--- config.mk ---
export PLATFORM = sky130hd
export DESIGN_NAME = adhf_ram
export DESIGN_NICKNAME = d
export VERILOG_FILES = /design/src/all_different_hall_filter_defines.svh /design/src/adhf_ram.sv
export SDC_FILE = /design/constraint.sdc
export NUM_CORES = 2
export LEC_CHECK = 0
export BUFFER_PORTS_ARGS = -buffer_cell sky130_fd_sc_hd__buf_2
export CORE_MARGIN = 2
export CORE_UTILIZATION = 50
export CTS_BUF_LIST = sky130_fd_sc_hd__clkbuf_4
export CTS_CLUSTER_DIAMETER = 60
export DETAILED_ROUTE_END_ITERATION = 6
export PLACE_DENSITY_LB_ADDON = 0.15
export SYNTH_ARGS = -nofsm -noshare
export SYNTH_HDL_FRONTEND = slang
export SYNTH_SLANG_ARGS = --single-unit
--- constraint.sdc ---
create_clock -name i_clk -period 4.4 [get_ports i_clk]
set_clock_uncertainty 0.2 [all_clocks]
set_input_delay 0.66 -clock i_clk [delete_from_list [all_inputs] [get_ports i_clk]]
set_output_delay 0.66 -clock i_clk [all_outputs]
set_load 0.005 [all_outputs]
--- src/all_different_hall_filter_defines.svh ---
// Assertion macros for the all-different Hall filter.
// The including module must have i_clk and i_rst_n.
`ifndef ALL_DIFFERENT_HALL_FILTER_DEFINES_SVH
`define ALL_DIFFERENT_HALL_FILTER_DEFINES_SVH

// The condition must hold in the same cycle as the trigger.
`define ADHF_ASSERT_NOW(label, ante, cons, msg) \
    label: assert property (@(posedge i_clk) disable iff (!i_rst_n) (ante) |-> (cons)) \
        else $error(msg);

// The condition must hold in the cycle after the trigger.
`define ADHF_ASSERT_NEXT(label, ante, cons, msg) \
    label: assert property (@(posedge i_clk) disable iff (!i_rst_n) (ante) |=> (cons)) \
        else $error(msg);

`endif

--- src/adhf_ram.sv ---
// Generic single write port, single read port RAM with registered read data.
// No dependencies.
module adhf_ram #(
    parameter int Width = 64,
    parameter int Depth = 32
) (
    input  logic                     i_clk,
    input  logic                     i_we,
    input  logic [$clog2(Depth)-1:0] i_waddr,
    input  logic [Width-1:0]         i_wdata,
    input  logic [$clog2(Depth)-1:0] i_raddr,
    output logic [Width-1:0]         o_rdata
);

    logic [Width-1:0] r_mem [Depth];
    logic [Width-1:0] r_rdata;

    // Write port and registered read port.
    always_ff @(posedge i_clk) begin
        if (i_we) begin
            r_mem[i_waddr] <= i_wdata;
        end
        r_rdata <= r_mem[i_raddr];
    end

    assign o_rdata = r_rdata;

endmodule

==> results_dict.tcl <==
set metrics [dict create \
    finalSetupViolations 0 \
    tightest_slew_ps 1250 \
    clock_latency_ps 1300 \
    dieArea_mm2 0.161 \
    nFillCells 11275 \
    rsz0062_at_grt "no" \
    cts_tree "done" \
    leakagePower_nw 29.4 \
    syn_area_per_cell_um2 25.5 \
    dieWidth_um 401 \
    cts_hold_buffers 78 \
    crit_required_ps 5120 \
    cts.path.max_buffers 4 \
    clockRootBuffer "clkbuf_4" \
    drv_cap 0 \
    hold-path-cell-count 2 \
    first_global_vias 40183 \
    fin_area_mm2 0.0912 \
    crit_chain "dlygate4sd3_1, buf_2, or3b_2, dlygate4sd3_1, nor2_4, dlygate4sd3_1" \
    io_buffer_count 139 \
    relSlewSlack_pct 16.1 \
    globalplace.congestion 0.733 \
    min_to "r_mem[24][31]$_DFFE_PP_" \
    die_y_um 401 \
    crit_path_max_incr_delay_ps 910 \
    fmax_mhz 333 \
    drc 0 \
    worst-path-max-fanout 8 \
    routed_wl_mm 191 \
    wl_per_cell_um 30.2 \
    reg2reg_setup_slack_ps 2210 \
    worstSetupPathType "input pin to register" \
    final_cell_mix "edfxtp_1 (2048), clkbuf_4 (828), mux4_2 (602), buf_2 (134), clkinv_1 (96)" \
    dpl_cell_area_mm2 0.0836 \
    min_path_type "input pin to register" \
    crit_top_cell "dlygate4sd3_1" \
    synth_nets 3173 \
    yosysUniqueCellTypes 31 \
    grt_pass1_wl_mm 274 \
    synth.cell_area_mm2 0.0790 \
    yosysWarnings 0 \
    layout-drive-gt1-share_pct 43.4 \
    netlist_instances 3097 \
    crit_slowest_cell "dlygate4sd3_1" \
    setup-tns-final_ps 0 \
    worst_ir_drop_vdd_mv 0.315 \
    placedCellCount 5271 \
    htreeDepth 6 \
    rr_worst_depth 5 \
    layout_commonest_cell "edfxtp_1" \
    grt_max_degree 65 \
    row_count 145 \
    cp-start-kind "input pin" \
    syn2layout_area_growth_pct 15.5 \
    grt-ovfl-total 0 \
    worstReg2RegEnd "o_rdata[34]$_DFF_P_" \
    status "finished, final reports clean" \
    final_util_pct 58.2 \
    track_usage_pct 24.0 \
    dr_total_vias 37966 \
    instances_no_fill 6317 \
    ys_ff_latch 2112 \
    drt_iter0_drc 4254 \
    dr.pass1.iters 7 \
    coreArea_mm2 0.157 \
    start_util_pct 50.4 \
    critical_path_arrival_ps 3730 \
    ios 140 \
    pwr_density_cell_mw_per_mm2 448 \
    postCtsSetupBuffers 0 \
    clock_sinks 2112 \
    min_period_over_period_pct 68.2 \
    antenna_left 0 \
    synth-seq-area-share_pct 79.5 \
    worstHoldStart "i_wdata[31]" \
    antenna_found_initial 12 \
    cts.clk_slew.worst_paths_ps 80 \
    cts_buffers 556 \
    fin_crit_ps 3000 \
    cts_resized 0 \
    drv_slew 0 \
    nNetsFinal 3925 \
    place_hpwl_mm 92.9 \
    end_kind "register" \
    rr_startpoint "r_mem[19][34]$_DFFE_PP_" \
    hold_viol 0 \
    via_per_inst 6.01 \
]
-- cells by family after synthesis --
| family | share of synthesized area (%) |
|---|---|
| flip-flops | 79.5 |
| multiplexers | 18.7 |
| buffers and inverters | 0.944 |
| AND/OR/NAND/NOR | 0.379 |
| AO/OA/AOI/OAI | 0.466 |
-- how the worst max path moves through the flow --
stage / startpoint / end / depth (start not counted)
global route: o_rdata[57]$_DFF_P_ / o_rdata[57] / 1
CTS: o_rdata[57]$_DFF_P_ / o_rdata[57] / 1
global placement: i_raddr[0] / o_rdata[59]$_DFF_P_ / 6
detailed placement: i_raddr[0] / o_rdata[59]$_DFF_P_ / 6
floorplan: i_waddr[1] / r_mem[12][0]$_DFFE_PP_ / 3
finish: i_waddr[3] / r_mem[16][31]$_DFFE_PP_ / 6
-- area by class of cell --
cell class                      instances  area [um2]  area share, %
Multi-Input combinational cell        828       15700           17.2
Tap cell                             2058        2570           2.82
Clock buffer                          828        6220           6.82
Antenna cell                           10        25.0         0.0274
Sequential cell                      2112       62800           68.8
Inverter                                1        3.75        0.00412
Clock inverter                        130         617          0.676
Timing Repair Buffer                  350        3310           3.62
-- power breakdown --
| group | total (mW) | internal [mW] | switching [mW] |
|---|---|---|---|
| clock network | 16.4 | 8.82 | 7.55 |
| registers | 22.5 | 22.4 | 0.115 |
| logic | 1.98 | 0.913 | 1.06 |
| total | 40.8 | 32.1 | 8.73 |
-- worst max-delay path: cells and delay by family --
family | cells | cell delay [ps]
buf+inv | 4 | 2320
simple gates | 2 | 750
-- state kept, by name (all words and copies together) (netlist names) --
name / count
o_rdata: 64
r_mem: 2048
-- synth_stat cells --
cell type	instances	share of area (%)
edfxtp_1	2048	78
mux4_2	602	17
mux2_2	74	1.1
buf_2	65	0.41
dfxtp_1	64	1.6
clkbuf_1	55	0.26
nor2_1	41	0.19
mux2i_1	38	0.48
buf_1	19	0.090
buf_4	14	0.13
a221oi_1	12	0.13
o22ai_1	10	0.079
o21ai_0	9	0.057
nand3b_1	5	0.048
nor2b_1	4	0.032
a211oi_1	3	0.029
a22oi_1	3	0.029
and2_1	3	0.024
buf_6	3	0.043
nand2_1	3	0.014
o211ai_1	3	0.029
o221ai_1	3	0.033
o2bb2ai_1	3	0.033
o31a_1	3	0.033
nand2b_1	2	0.016
nand3_1	2	0.013
or3b_2	2	0.022
a22o_1	1	0.011
and2_0	1	0.0079
inv_2	1	0.0047
or3_1	1	0.0079
-- metrics by stage --
stage               hold WS [ps]  setup slack [ps]  power, mW
global placement             594              1000       24.8
finish                       184              1400       40.8
detailed placement           599              1000       24.9
global route                91.4              1400       42.5
CTS                         47.0              1470       41.3
floorplan                    522              -282       24.0
-- metal layers --
layer  wire [um]  global-route usage, %  vias to the layer above
met5          71                      0                        -
li1            -                      -                    15424
met2       92300                   37.3                     1822
met4        3490                   6.88                       12
met1       79200                   34.2                    20435
met3       15900                   6.00                      273
(Power assumes the default switching activity.)
